`src/md5bh_pkg.sv`:
```
`default_nettype none
// ----------------------------------------------------------------------------
// md5bh_pkg
// Shared types, constants and round functions for the MD5 block hash core.
// ----------------------------------------------------------------------------
package md5bh_pkg;

  localparam int WORD_W = 32;

  localparam logic [WORD_W-1:0] IV_A = 32'h67452301;
  localparam logic [WORD_W-1:0] IV_B = 32'hefcdab89;
  localparam logic [WORD_W-1:0] IV_C = 32'h98badcfe;
  localparam logic [WORD_W-1:0] IV_D = 32'h10325476;

  // one full block handed from the front end to the round engine
  typedef struct packed {
    logic bank;
    logic start;
    logic msg_end;
  } blk_desc_t;

  // write port into the two-bank block buffer
  typedef struct packed {
    logic              en;
    logic [4:0]        addr;
    logic [WORD_W-1:0] data;
  } buf_wr_t;

  function automatic logic [WORD_W-1:0] round_k(input logic [5:0] r);
    logic [WORD_W-1:0] k;
    case (r)
      6'd0:  k = 32'hd76aa478;  6'd1:  k = 32'he8c7b756;
      6'd2:  k = 32'h242070db;  6'd3:  k = 32'hc1bdceee;
      6'd4:  k = 32'hf57c0faf;  6'd5:  k = 32'h4787c62a;
      6'd6:  k = 32'ha8304613;  6'd7:  k = 32'hfd469501;
      6'd8:  k = 32'h698098d8;  6'd9:  k = 32'h8b44f7af;
      6'd10: k = 32'hffff5bb1;  6'd11: k = 32'h895cd7be;
      6'd12: k = 32'h6b901122;  6'd13: k = 32'hfd987193;
      6'd14: k = 32'ha679438e;  6'd15: k = 32'h49b40821;
      6'd16: k = 32'hf61e2562;  6'd17: k = 32'hc040b340;
      6'd18: k = 32'h265e5a51;  6'd19: k = 32'he9b6c7aa;
      6'd20: k = 32'hd62f105d;  6'd21: k = 32'h02441453;
      6'd22: k = 32'hd8a1e681;  6'd23: k = 32'he7d3fbc8;
      6'd24: k = 32'h21e1cde6;  6'd25: k = 32'hc33707d6;
      6'd26: k = 32'hf4d50d87;  6'd27: k = 32'h455a14ed;
      6'd28: k = 32'ha9e3e905;  6'd29: k = 32'hfcefa3f8;
      6'd30: k = 32'h676f02d9;  6'd31: k = 32'h8d2a4c8a;
      6'd32: k = 32'hfffa3942;  6'd33: k = 32'h8771f681;
      6'd34: k = 32'h6d9d6122;  6'd35: k = 32'hfde5380c;
      6'd36: k = 32'ha4beea44;  6'd37: k = 32'h4bdecfa9;
      6'd38: k = 32'hf6bb4b60;  6'd39: k = 32'hbebfbc70;
      6'd40: k = 32'h289b7ec6;  6'd41: k = 32'heaa127fa;
      6'd42: k = 32'hd4ef3085;  6'd43: k = 32'h04881d05;
      6'd44: k = 32'hd9d4d039;  6'd45: k = 32'he6db99e5;
      6'd46: k = 32'h1fa27cf8;  6'd47: k = 32'hc4ac5665;
      6'd48: k = 32'hf4292244;  6'd49: k = 32'h432aff97;
      6'd50: k = 32'hab9423a7;  6'd51: k = 32'hfc93a039;
      6'd52: k = 32'h655b59c3;  6'd53: k = 32'h8f0ccc92;
      6'd54: k = 32'hffeff47d;  6'd55: k = 32'h85845dd1;
      6'd56: k = 32'h6fa87e4f;  6'd57: k = 32'hfe2ce6e0;
      6'd58: k = 32'ha3014314;  6'd59: k = 32'h4e0811a1;
      6'd60: k = 32'hf7537e82;  6'd61: k = 32'hbd3af235;
      6'd62: k = 32'h2ad7d2bb;  6'd63: k = 32'heb86d391;
      default: k = '0;
    endcase
    return k;
  endfunction

  function automatic logic [4:0] round_s(input logic [5:0] r);
    logic [4:0] s;
    case ({r[5:4], r[1:0]})
      4'h0: s = 5'd7;   4'h1: s = 5'd12;  4'h2: s = 5'd17;  4'h3: s = 5'd22;
      4'h4: s = 5'd5;   4'h5: s = 5'd9;   4'h6: s = 5'd14;  4'h7: s = 5'd20;
      4'h8: s = 5'd4;   4'h9: s = 5'd11;  4'ha: s = 5'd16;  4'hb: s = 5'd23;
      4'hc: s = 5'd6;   4'hd: s = 5'd10;  4'he: s = 5'd15;  4'hf: s = 5'd21;
      default: s = 5'd7;
    endcase
    return s;
  endfunction

  // message word index for a round; all arithmetic is mod 16
  function automatic logic [3:0] round_w(input logic [5:0] r);
    logic [3:0] r4;
    logic [3:0] w;
    r4 = r[3:0];
    case (r[5:4])
      2'd0:    w = r4;
      2'd1:    w = 4'((r4 << 2) + r4 + 4'd1);
      2'd2:    w = 4'((r4 << 1) + r4 + 4'd5);
      default: w = 4'((r4 << 3) - r4);
    endcase
    return w;
  endfunction

  function automatic logic [WORD_W-1:0] round_f(input logic [1:0] q,
                                                input logic [WORD_W-1:0] b,
                                                input logic [WORD_W-1:0] c,
                                                input logic [WORD_W-1:0] d);
    logic [WORD_W-1:0] f;
    case (q)
      2'd0:    f = (b & c) | (~b & d);
      2'd1:    f = (b & d) | (c & ~d);
      2'd2:    f = b ^ c ^ d;
      default: f = c ^ (b | ~d);
    endcase
    return f;
  endfunction

  function automatic logic [WORD_W-1:0] rotl32(input logic [WORD_W-1:0] x,
                                               input logic [4:0] s);
    logic [2*WORD_W-1:0] t;
    t = {x, x} << s;
    return t[2*WORD_W-1:WORD_W];
  endfunction

endpackage
`default_nettype wire

```
`src/md5bh_if.sv`:
```
`default_nettype none
// ----------------------------------------------------------------------------
// md5bh_if
// Valid/ready channels: message words in, digest words out.
// ----------------------------------------------------------------------------
interface md5bh_in_if;
  import md5bh_pkg::*;

  logic              valid;
  logic              ready;
  logic [WORD_W-1:0] message_word;
  logic              message_start;
  logic              message_end;

  modport source (output valid, output message_word, output message_start,
                  output message_end, input ready);
  modport sink   (input valid, input message_word, input message_start,
                  input message_end, output ready);
endinterface

interface md5bh_out_if;
  import md5bh_pkg::*;

  logic              valid;
  logic              ready;
  logic [WORD_W-1:0] digest_word;
  logic [1:0]        digest_index;
  logic              digest_last;

  modport source (output valid, output digest_word, output digest_index,
                  output digest_last, input ready);
  modport sink   (input valid, input digest_word, input digest_index,
                  input digest_last, output ready);
endinterface
`default_nettype wire

```
`src/md5bh_front.sv`:
```
`default_nettype none
// ----------------------------------------------------------------------------
// md5bh_front
// Word collector: places words into the free buffer bank, tracks the block
// position and start flag, and queues a descriptor per completed block.
// ----------------------------------------------------------------------------
module md5bh_front (
  input  wire                    clk,
  input  wire                    rst_n,
  md5bh_in_if.sink               in_chan,
  output md5bh_pkg::buf_wr_t     buf_wr,
  output logic                   push_valid,
  output md5bh_pkg::blk_desc_t   push_desc,
  input  wire                    release_blk
);
  import md5bh_pkg::*;

  logic [3:0] pos_r, pos_nxt;
  logic       bank_r, bank_nxt;
  logic       blk_start_r, blk_start_nxt;
  logic [1:0] busy_r, busy_nxt;   // banks held by queued or running blocks

  logic       acc;
  logic [3:0] pos_eff;

  assign in_chan.ready = ~busy_r[1];
  assign acc           = in_chan.valid & in_chan.ready;
  // start restarts the block: word goes to slot 0, partial block dropped
  assign pos_eff       = in_chan.message_start ? 4'd0 : pos_r;

  always_comb begin
    buf_wr.en   = acc;
    buf_wr.addr = {bank_r, pos_eff};
    buf_wr.data = in_chan.message_word;

    push_valid        = acc & (pos_eff == 4'd15);
    push_desc.bank    = bank_r;
    push_desc.start   = blk_start_r;
    push_desc.msg_end = in_chan.message_end;

    pos_nxt       = acc ? 4'(pos_eff + 4'd1) : pos_r;
    bank_nxt      = push_valid ? ~bank_r : bank_r;
    blk_start_nxt = blk_start_r;
    if (acc) begin
      if (in_chan.message_start) begin
        blk_start_nxt = 1'b1;
      end else if (push_valid) begin
        blk_start_nxt = 1'b0;
      end
    end

    case ({push_valid, release_blk})
      2'b10:   busy_nxt = 2'(busy_r + 2'd1);
      2'b01:   busy_nxt = 2'(busy_r - 2'd1);
      default: busy_nxt = busy_r;
    endcase
  end

  always_ff @(posedge clk) begin
    if (!rst_n) begin
      pos_r       <= '0;
      bank_r      <= 1'b0;
      blk_start_r <= 1'b0;
      busy_r      <= '0;
    end else begin
      pos_r       <= pos_nxt;
      bank_r      <= bank_nxt;
      blk_start_r <= blk_start_nxt;
      busy_r      <= busy_nxt;
    end
  end

endmodule
`default_nettype wire

```
`src/md5bh_queue.sv`:
```
`default_nettype none
// ----------------------------------------------------------------------------
// md5bh_queue
// Two-entry descriptor queue between the word collector and the round engine.
// ----------------------------------------------------------------------------
module md5bh_queue (
  input  wire                    clk,
  input  wire                    rst_n,
  input  wire                    push,
  input  md5bh_pkg::blk_desc_t   push_desc,
  input  wire                    pop,
  output logic                   not_empty,
  output md5bh_pkg::blk_desc_t   pop_desc
);
  import md5bh_pkg::*;

  blk_desc_t  slot_r [2];
  logic       wr_ptr_r, wr_ptr_nxt;
  logic       rd_ptr_r, rd_ptr_nxt;
  logic [1:0] cnt_r, cnt_nxt;

  assign not_empty = (cnt_r != 2'd0);
  assign pop_desc  = slot_r[rd_ptr_r];

  always_comb begin
    wr_ptr_nxt = push ? ~wr_ptr_r : wr_ptr_r;
    rd_ptr_nxt = pop  ? ~rd_ptr_r : rd_ptr_r;
    case ({push, pop})
      2'b10:   cnt_nxt = 2'(cnt_r + 2'd1);
      2'b01:   cnt_nxt = 2'(cnt_r - 2'd1);
      default: cnt_nxt = cnt_r;
    endcase
  end

  always_ff @(posedge clk) begin
    if (push) begin
      slot_r[wr_ptr_r] <= push_desc;
    end
    if (!rst_n) begin
      wr_ptr_r <= 1'b0;
      rd_ptr_r <= 1'b0;
      cnt_r    <= '0;
    end else begin
      wr_ptr_r <= wr_ptr_nxt;
      rd_ptr_r <= rd_ptr_nxt;
      cnt_r    <= cnt_nxt;
    end
  end

endmodule
`default_nettype wire

```
`src/md5bh_back.sv`:
```
`default_nettype none
// ----------------------------------------------------------------------------
// md5bh_back
// Round engine: two-bank block buffer, one MD5 round per cycle, chaining
// words, and the digest output sequencer.
// ----------------------------------------------------------------------------
module md5bh_back (
  input  wire                    clk,
  input  wire                    rst_n,
  input  md5bh_pkg::buf_wr_t     buf_wr,
  input  wire                    q_valid,
  input  md5bh_pkg::blk_desc_t   q_desc,
  output logic                   q_pop,
  output logic                   release_blk,
  md5bh_out_if.source            out_chan
);
  import md5bh_pkg::*;

  typedef enum logic [1:0] {ST_IDLE, ST_RUN, ST_ADD, ST_OUT} state_t;

  state_t            state_r, state_nxt;
  logic [5:0]        round_r, round_nxt;
  logic [WORD_W-1:0] a_r, b_r, c_r, d_r;
  logic [WORD_W-1:0] a_nxt, b_nxt, c_nxt, d_nxt;
  logic [WORD_W-1:0] chain_r [4];
  logic [WORD_W-1:0] chain_nxt [4];
  logic              bank_r, bank_nxt;
  logic              end_r, end_nxt;
  logic [1:0]        idx_r, idx_nxt;

  logic [WORD_W-1:0] mem [32];
  logic [WORD_W-1:0] rd_data_r;
  logic [4:0]        rd_addr;

  logic [WORD_W-1:0] sum;
  logic [WORD_W-1:0] b_round;

  // prefetch the message word of the next round
  assign rd_addr = (state_r == ST_IDLE) ? {q_desc.bank, 4'd0}
                                        : {bank_r, round_w(6'(round_r + 6'd1))};

  always_ff @(posedge clk) begin
    if (buf_wr.en) begin
      mem[buf_wr.addr] <= buf_wr.data;
    end
    rd_data_r <= mem[rd_addr];
  end

  assign sum     = a_r + round_f(round_r[5:4], b_r, c_r, d_r) + round_k(round_r)
                   + rd_data_r;
  assign b_round = b_r + rotl32(sum, round_s(round_r));

  assign out_chan.valid        = (state_r == ST_OUT);
  assign out_chan.digest_word  = chain_r[idx_r];
  assign out_chan.digest_index = idx_r;
  assign out_chan.digest_last  = (idx_r == 2'd3);

  always_comb begin
    state_nxt = state_r;
    round_nxt = round_r;
    a_nxt     = a_r;
    b_nxt     = b_r;
    c_nxt     = c_r;
    d_nxt     = d_r;
    for (int i = 0; i < 4; i++) begin
      chain_nxt[i] = chain_r[i];
    end
    bank_nxt    = bank_r;
    end_nxt     = end_r;
    idx_nxt     = idx_r;
    q_pop       = 1'b0;
    release_blk = 1'b0;

    case (state_r)
      ST_IDLE: begin
        if (q_valid) begin
          q_pop     = 1'b1;
          bank_nxt  = q_desc.bank;
          end_nxt   = q_desc.msg_end;
          round_nxt = '0;
          state_nxt = ST_RUN;
          if (q_desc.start) begin
            chain_nxt[0] = IV_A;
            chain_nxt[1] = IV_B;
            chain_nxt[2] = IV_C;
            chain_nxt[3] = IV_D;
            a_nxt = IV_A;
            b_nxt = IV_B;
            c_nxt = IV_C;
            d_nxt = IV_D;
          end else begin
            a_nxt = chain_r[0];
            b_nxt = chain_r[1];
            c_nxt = chain_r[2];
            d_nxt = chain_r[3];
          end
        end
      end
      ST_RUN: begin
        a_nxt     = d_r;
        b_nxt     = b_round;
        c_nxt     = b_r;
        d_nxt     = c_r;
        round_nxt = 6'(round_r + 6'd1);
        if (round_r == 6'd63) begin
          release_blk = 1'b1;   // last buffer read is done, bank is free
          state_nxt   = ST_ADD;
        end
      end
      ST_ADD: begin
        chain_nxt[0] = chain_r[0] + a_r;
        chain_nxt[1] = chain_r[1] + b_r;
        chain_nxt[2] = chain_r[2] + c_r;
        chain_nxt[3] = chain_r[3] + d_r;
        idx_nxt      = '0;
        state_nxt    = end_r ? ST_OUT : ST_IDLE;
      end
      ST_OUT: begin
        if (out_chan.ready) begin
          if (idx_r == 2'd3) begin
            state_nxt = ST_IDLE;
          end else begin
            idx_nxt = 2'(idx_r + 2'd1);
          end
        end
      end
      default: state_nxt = ST_IDLE;
    endcase
  end

  always_ff @(posedge clk) begin
    round_r <= round_nxt;
    a_r     <= a_nxt;
    b_r     <= b_nxt;
    c_r     <= c_nxt;
    d_r     <= d_nxt;
    bank_r  <= bank_nxt;
    end_r   <= end_nxt;
    idx_r   <= idx_nxt;
    if (!rst_n) begin
      state_r    <= ST_IDLE;
      chain_r[0] <= IV_A;
      chain_r[1] <= IV_B;
      chain_r[2] <= IV_C;
      chain_r[3] <= IV_D;
    end else begin
      state_r <= state_nxt;
      for (int i = 0; i < 4; i++) begin
        chain_r[i] <= chain_nxt[i];
      end
    end
  end

endmodule
`default_nettype wire

```
`src/md5_block_hash_core.sv`:
```
`default_nettype none
// From the word 15 transfer the descriptor is queued, the idle engine pops it,
//   runs the rounds, adds into the chaining words and presents the digest,
//   then one digest word per cycle while out_chan is ready. Blocks run one MD5
//   round per cycle; two banks fill ahead.
// Reset: chaining words load the MD5 initial values, word position and queue
//   clear; buffer contents are undefined until written.
// ----------------------------------------------------------------------------
// md5_block_hash_core
// MD5 compression of a pre-padded message, 32-bit little-endian words in,
// four digest words out after a block flagged as the message end.
// ----------------------------------------------------------------------------
module md5_block_hash_core (
  input  wire          clk,
  input  wire          rst_n,
  md5bh_in_if.sink     in_chan,
  md5bh_out_if.source  out_chan
);
  import md5bh_pkg::*;

  buf_wr_t   buf_wr;
  logic      push_valid;
  blk_desc_t push_desc;
  logic      release_blk;
  logic      q_pop;
  logic      q_valid;
  blk_desc_t q_desc;

  md5bh_front u_front (
    .clk         (clk),
    .rst_n       (rst_n),
    .in_chan     (in_chan),
    .buf_wr      (buf_wr),
    .push_valid  (push_valid),
    .push_desc   (push_desc),
    .release_blk (release_blk)
  );

  md5bh_queue u_queue (
    .clk       (clk),
    .rst_n     (rst_n),
    .push      (push_valid),
    .push_desc (push_desc),
    .pop       (q_pop),
    .not_empty (q_valid),
    .pop_desc  (q_desc)
  );

  md5bh_back u_back (
    .clk         (clk),
    .rst_n       (rst_n),
    .buf_wr      (buf_wr),
    .q_valid     (q_valid),
    .q_desc      (q_desc),
    .q_pop       (q_pop),
    .release_blk (release_blk),
    .out_chan    (out_chan)
  );

endmodule
`default_nettype wire

```
`src/flat_wrapper.sv`:
```
// flat-port wrapper written by rule: the top's interface ports become plain ports
module md5_block_hash_core_flat import md5bh_pkg::*;
  (clk, rst_n, in_chan_valid, in_chan_message_word, in_chan_message_start, in_chan_message_end, in_chan_ready, out_chan_valid, out_chan_digest_word, out_chan_digest_index, out_chan_digest_last, out_chan_ready);
  md5bh_in_if in_chan_i ();
  md5bh_out_if out_chan_i ();
  input  wire clk;
  input  wire rst_n;
  input wire logic [$bits(in_chan_i.valid)-1:0] in_chan_valid;
  input wire logic [$bits(in_chan_i.message_word)-1:0] in_chan_message_word;
  input wire logic [$bits(in_chan_i.message_start)-1:0] in_chan_message_start;
  input wire logic [$bits(in_chan_i.message_end)-1:0] in_chan_message_end;
  output wire logic [$bits(in_chan_i.ready)-1:0] in_chan_ready;
  output wire logic [$bits(out_chan_i.valid)-1:0] out_chan_valid;
  output wire logic [$bits(out_chan_i.digest_word)-1:0] out_chan_digest_word;
  output wire logic [$bits(out_chan_i.digest_index)-1:0] out_chan_digest_index;
  output wire logic [$bits(out_chan_i.digest_last)-1:0] out_chan_digest_last;
  input wire logic [$bits(out_chan_i.ready)-1:0] out_chan_ready;
  assign in_chan_i.valid = in_chan_valid;
  assign in_chan_i.message_word = in_chan_message_word;
  assign in_chan_i.message_start = in_chan_message_start;
  assign in_chan_i.message_end = in_chan_message_end;
  assign in_chan_ready = in_chan_i.ready;
  assign out_chan_valid = out_chan_i.valid;
  assign out_chan_digest_word = out_chan_i.digest_word;
  assign out_chan_digest_index = out_chan_i.digest_index;
  assign out_chan_digest_last = out_chan_i.digest_last;
  assign out_chan_i.ready = out_chan_ready;
  md5_block_hash_core u_core (.clk(clk), .rst_n(rst_n), .in_chan(in_chan_i), .out_chan(out_chan_i));
endmodule
```
`config.mk`:
```
export PLATFORM = sky130hd
export DESIGN_NAME = md5_block_hash_core_flat
export DESIGN_NICKNAME = d
export VERILOG_FILES = /design/src/md5bh_pkg.sv /design/src/md5bh_if.sv /design/src/md5bh_front.sv /design/src/md5bh_queue.sv /design/src/md5bh_back.sv /design/src/md5_block_hash_core.sv /design/src/flat_wrapper.sv
export SDC_FILE = /design/constraint.sdc
export NUM_CORES = 2
export LEC_CHECK = 0
export BUFFER_PORTS_ARGS = -buffer_cell sky130_fd_sc_hd__buf_2
export CORE_MARGIN = 2
export CORE_UTILIZATION = 45
export CTS_CLUSTER_DIAMETER = 200
export DETAILED_ROUTE_END_ITERATION = 10
export GPL_TIMING_DRIVEN = 0
export PLACE_DENSITY = 0.58
export SLEW_MARGIN = 20
export SYNTH_ARGS = -nofsm -noshare
export SYNTH_HDL_FRONTEND = slang
export SYNTH_SLANG_ARGS = --single-unit
export TNS_END_PERCENT = 20
```
`constraint.sdc`:
```
create_clock -name clk -period 11.45 [get_ports clk]
set_input_delay 2.29 -clock clk [delete_from_list [all_inputs] [get_ports clk]]
set_output_delay 2.29 -clock clk [all_outputs]
set_load 0.005 [all_outputs]
```
## Word level (Yosys, flattened, before mapping)

Memory sizes are Yosys's and may differ from the RTL's. A register that Yosys moved wholly into a read port is not among the register bits.
Index checks and enable logic that the tools add are counted.

- Multiplexer cells: 53
- Div/mod/pow operators: 0
- $lt $le $gt $ge: 0
- Bitwise gates (word level): 22
- $add $sub $neg: 20
- Multipliers: 0
- Equality and inequality tests: 19
- Shift operators: 1
- Reductions and logical operators: 14

Operators with widths:

| cell | count |
|---|---|
| two-way mux 32 bit | 12 |
| adder 32 bit | 8 |
| two-way mux 128 bit | 2 |
| one-hot mux 128 bit (2 select lines) | 1 |
| one-hot mux 32 bit (2 select lines) | 4 |
| bitwise AND 32 bit | 4 |
| bitwise OR 32 bit | 3 |
| one-hot mux 32 bit (3 select lines) | 1 |
| XOR 32 bit | 3 |
| inverter 32 bit | 2 |
| << shifter 64 x 5 -> 64 bit | 1 |
| two-way mux 2 bit | 8 |
| == test 2 bit (second input constant) | 7 |
| two-way mux 1 bit | 14 |
| two-way mux 6 bit | 2 |
| one-hot mux 2 bit (2 select lines) | 3 |
| one-hot mux 4 bit (3 select lines) | 1 |
| one-hot mux 6 bit (2 select lines) | 1 |
| nonzero test 2 bit | 6 |
| == test 2 x 1 -> 1 bit (second input constant) | 5 |
| adder 4 x 1 -> 4 bit (second input constant) | 2 |
| adder 4 bit | 2 |
| two-way mux 4 bit | 2 |
| one-hot mux 2 bit (4 select lines) | 1 |
| 17 further kinds | 34 |

- Input bits: 38
- Memory bits (writable): 1,158
- Memories kept: 5
- Bits in latches: 0
- Bits in read-only memories: 2,128
- Output and inout port bits: 37
- Flip-flop bits (word level): 152

Memories:

| memory | depth | width | read ports | clocked after memory_dff | wr ports | line | text |
|---|---|---|---|---|---|---|---|
| (no name shown) | 64 | 32 | 1 | 1 | 0 | md5bh_pkg.sv:31 | `case (r)` |
| u_core.u_back.mem | 32 | 32 | 1 | 1 | 1 | md5bh_back.sv:31 | `logic [WORD_W-1:0] mem [32];` |
| u_core.u_back.chain_r | 4 | 32 | 5 | 1 | 4 | md5bh_back.sv:25 | `logic [WORD_W-1:0] chain_r [4];` |
| (no name shown) | 16 | 5 | 1 | 1 | 0 | md5bh_pkg.sv:71 | `case ({r[5:4], r[1:0]})` |
| u_core.u_queue.slot_r | 2 | 3 | 1 | 1 | 1 | md5bh_queue.sv:17 | `blk_desc_t slot_r [2];` |

## Logic depth before layout (Yosys ltp)

- Word-level depth: 10
- Mapped depth: 43
- Gate-level depth less buffers: 40

## Modules after synthesis

A second synthesis with hierarchy kept.

- Cells, all modules: 6,655
- Area total of the unflattened synthesis: 72,295.6 um^2

By module, submodules not included:

| module | cells an instance | seq. area each (um^2) | area each (um^2) | times used |
|---|---|---|---|---|
| md5bh_back | 6,540 | 38,917.3 | 71,188.3 | 1 |
| md5bh_front | 85 | 160.2 | 683.2 | 1 |
| md5bh_queue | 30 | 280.3 | 424.2 | 1 |

## Worst setup path after synthesis

Ideal clock, no wire load.

- Kind: flip-flop to flip-flop
- Start: register u_core.u_back.round_r[4]
- End: register u_core.u_back.b_r[31], data pin
- Stages on the path, launching flop included: 39
- Data arrival time: 8,291 ps
- Setup slack: 2,898 ps
- Cell sequence: edfxtp_1 buf_2 buf_1 buf_1 xnor2_1 o21ai_0 o21ai_0 fa_1 fa_1 inv_1 ha_1 inv_1 fa_1 nor2b_2 o2111ai_2 a31oi_2 o211ai_1 a21oi_1 (+3 left out) mux4_1 nor2_1 a211oi_1 a2bb2oi_1 ha_1 a21o_1 a211oi_1 o21ai_0 a21oi_1 a211o_1 o221ai_1 a211oi_1 nor2_1 or2_2 a221oi_1 a31oi_1 o311ai_1 nor2_1

- Word-level cells in the longest chain between the ends: 8
- Elaborated cells between the ends (all ways): 10

RTL lines:

| element | line | text |
|---|---|---|
| start, declared | md5bh_back.sv:22 | `logic [5:0] round_r, round_nxt;` |
| start signal, assigned | md5bh_back.sv:132 | `round_r <= round_nxt;` |
| == test 2 bit (tied with other cells) | md5bh_pkg.sv:100 | `case (q)` |
| one-hot mux 32 bit (3 select lines) (*) | md5bh_pkg.sv:100 |  |
| adder 32 bit (*) (2 in a row) | md5bh_back.sv:49 | `assign sum = a_r + round_f(round_r[5:4], b_r, c_r, d_r) + round_k(round_r)` |
| adder 32 bit (*) | md5bh_back.sv:50 | `+ rd_data_r;` |
| << shifter 64 x 5 -> 64 bit (*) | md5bh_pkg.sv:112 | `t = {x, x} << s;` |
| adder 32 bit (*) | md5bh_back.sv:51 | `assign b_round = b_r + rotl32(sum, round_s(round_r));` |
| one-hot mux 32 bit (2 select lines) (*) | md5bh_back.sv:74 | `case (state_r)` |
| named net u_core.u_back.b_nxt[31] | md5bh_back.sv:24 | `logic [WORD_W-1:0] a_nxt, b_nxt, c_nxt, d_nxt;` |
| end signal, assigned | md5bh_back.sv:134 | `b_r <= b_nxt;` |
| end, declared | md5bh_back.sv:23 | `logic [WORD_W-1:0] a_r, b_r, c_r, d_r;` |

The timed path passes the listed nets; every way through them passes the cells marked *.
A chain may end at the register's enable or synchronous reset.

## Worst setup path in the final report

- Start: register u_core.u_back.round_r[5]
- End: register u_core.u_back.b_r[28], data pin

Same word-level chain as after synthesis.

==> impl_metrics.ini <==
[run_status]
outcome = finished, final reports clean

[place]
placed_cells = 8840
routabilityCongestion = 0.993
placement.io_buffers = 73
preCtsSetupSlack_ns = -0.374
dpl_cell_area_um2 = 75900
detailed_place_hpwl_um = 206000

[sta]
slew_viol_final = 0
setup_viol_count_final = 0
hold_viol = 0
fin_skew_ns = 0.0708
fmax_ghz = 0.0915
setup_ws_ns = 0.520
tightestPinTransition_ns = 1.31
holdWs_ns = 0.493
maxSlewHeadroom = 0.124
period_minus_slack_ns = 10.93
fin_crit_sh = 0.955

[setup_path]
timing.rr.end = u_core.u_back.b_r[28]$_DFFE_PN_
cp-start-kind = flip-flop
critPathRequiredTime_ns = 11.96
crit_type = flip-flop to flip-flop
crit_fanout = 10
crit_family = compound AO/OA/AOI/OAI gates
r2r-start = u_core.u_back.round_r[5]$_DFFE_PN_
endpoint_kind = flip-flop
cpPeakStageDelay_ns = 0.59
cp.depth = 41
timing.critical_path.from = u_core.u_back.round_r[5]$_DFFE_PN_
reg2reg_depth = 41
crit_end = u_core.u_back.b_r[28]$_DFFE_PN_
critPathSlowestCell = mux4_1
r2r_setup_slack_ns = 0.52
crit_arrival_ns = 11.44
path_buf_inv = 5

[synthesis]
syn-num-nets = 6984
syn-cell-area_um2 = 71800
ys_seq_area_frac = 0.548
ys_types = 93
synthArstFlopShare = 0
syn_inst = 6660
yosys.area.top_type_share = 0.488
synth.largest_area_cell = edfxtp_1
yosys_most_used_dff = edfxtp_1
synth_warnings = 0
ys_seq_elements = 1382
synth_edf_count = 1168
yosys-top-cells-area = edfxtp_1, dfxtp_1, nand2_1
avgSynthCellArea_um2 = 10.8

[route]
wl_per_cell_um = 30.7
drt_iter0_drc = 8634
via_per_inst = 6.36
drc = 0
vias = 58000
drt-total-wl_um = 280000
dr.pass1.iters = 8
route.antenna.remaining_nets = 0

[run]
max-cap-violations = 0

[grt]
grt_pass1_wl_um = 394000
grt_pass1_vias = 53600
grt_overflow = 0
antenna_found_initial = 15
grt_max_degree = 88
grt_usage = 0.338

[die]
die_x_um = 404
io_pins = 75
core_area_um2 = 158000
start_util = 0.453
die_h_um = 404
dieArea_um2 = 163000
placementRows = 146

[final_layout]
nFillCells = 14200
layout_common_cells = edfxtp_1, nand2_1, a21oi_1
final_common_cell = edfxtp_1
drive_gt1_frac = 0.0786
stdcell_area_um2 = 81100
fin_nets = 7245
area_growth_pct = 12.9
final_cells = 9127

[clock_network]
clock_latency_ns = 0.84
cts_buffers = 152
cts_tree = yes
cts.clk_slew.worst_paths_ns = 0.06
h-tree-depth = 4
cts.sinks = 1382
ctsHoldBuffers = 0
post-cts-setup-buffer-count = 0
cts_root_buf = clkbuf_16
clock_path_buffers = 3

[min_path]
hold_path.class = flip-flop to flip-flop

[power]
power.density_nw_per_um2 = 139
ir_worst_vdd_v = 0.000162
leakagePower_nw = 29.0
-- registers in the layout, summed over array words and instances (netlist names), 6 cells and up, named ones only --
| signal | count |
|---|---|
| u_core.u_back.mem | 1024 |
| u_core.u_back.chain_r | 128 |
| u_core.u_back.a_r | 32 |
| u_core.u_back.b_r | 32 |
| u_core.u_back.c_r | 32 |
| u_core.u_back.d_r | 32 |
| u_core.u_back.rd_data_r | 32 |
| u_core.u_back.round_r | 6 |
| u_core.u_queue.slot_r | 6 |
-- routing by layer --
metal  vias to the layer above  routed length, µm  GRT usage
met4                        10              11100      0.124
met5                         -                 59          0
met2                      3241             116000      0.481
li1                      25300                  -          -
met1                     29000             122000      0.502
met3                       524              30500     0.0758
-- repair_timing --
action,CTS,global route
resized for setup,4,17
pin swaps,0,1
setup endpoints to repair,3,3
-- stage by stage --
stage	total power, mW	util	TNS, ns
floorplan	6.05	-	0
CTS	11.3	0.511	0
finish	11.3	0.512	0
detailed placement	6.39	0.480	-0.657
global placement	6.38	0.472	-0.387
global route	11.5	0.512	-0.0235
-- cell type report --
cell class,count,area (µm²),share of cell area
Sequential cell,1382,39400,0.485
Multi-Input combinational cell,4609,30200,0.373
Clock buffer,196,4070,0.0502
Tap cell,2072,2590,0.0320
Buffer,446,1730,0.0214
Timing Repair Buffer,108,1250,0.0154
Clock inverter,84,973,0.0120
Inverter,222,841,0.0104
Antenna cell,8,20.0,0.000247
-- report_power, final --
part,internal (mW),switching [mW]
clock,2.76,2.19
combinational,0.267,0.583
sequential,5.46,0.00819
total,8.49,2.78
-- synth_stat cells, drive strengths merged, types with 16 or more instances --
| library cell | instances |
|---|---|
| edfxtp | 1168 |
| nand2 | 946 |
| a21oi | 430 |
| nor2 | 387 |
| a211oi | 386 |
| clkbuf | 378 |
| and2 | 277 |
| o21ai | 277 |
| inv | 220 |
| ha | 218 |
| dfxtp | 214 |
| a31oi | 172 |
| a311oi | 142 |
| nand3 | 133 |
| xnor2 | 132 |
| a21o | 111 |
| nor3 | 101 |
| o211ai | 86 |
| nor2b | 78 |
| xor2 | 76 |
| buf | 69 |
| fa | 68 |
| o22ai | 60 |
| mux2i | 56 |
| or2 | 48 |
| mux4 | 47 |
| nand2b | 42 |
| a22oi | 40 |
| o21a | 26 |
| o21bai | 24 |
| or3 | 21 |
| mux2 | 19 |
| and3 | 18 |
| o31ai | 17 |
| nand4 | 16 |
-- cell families after synthesis --
group	share of synthesized area
adders and majority gates	0.0569
AOI/OAI and AO/OA	0.176
buffers and inverters	0.0355
xor gates and xnor gates	0.0255
muxes	0.0256
and+or+nand+nor	0.133
DFF	0.548
-- worst min-delay path by stage --
stage | startpoint | to | slack [ns] | depth (start not counted)
global route | u_core.u_back.chain_r[2][31]$_SDFFE_PN1P_ | u_core.u_back.chain_r[2][31]$_SDFFE_PN1P_ | 0.52 | 2
finish | u_core.u_front.blk_start_r$_SDFFE_PN0P_ | u_core.u_queue.slot_r[0][1]$_DFFE_PP_ | 0.49 | 0
global placement | u_core.u_front.blk_start_r$_SDFFE_PN0P_ | u_core.u_queue.slot_r[1][1]$_DFFE_PP_ | 0.47 | 0
floorplan | u_core.u_front.blk_start_r$_SDFFE_PN0P_ | u_core.u_queue.slot_r[0][1]$_DFFE_PP_ | 0.43 | 0
CTS | u_core.u_back.chain_r[2][31]$_SDFFE_PN1P_ | u_core.u_back.chain_r[2][31]$_SDFFE_PN1P_ | 0.49 | 2
detailed placement | u_core.u_back.chain_r[2][31]$_SDFFE_PN1P_ | u_core.u_back.chain_r[2][31]$_SDFFE_PN1P_ | 0.48 | 2
Note: power is estimated with default switching activity, not from simulation.
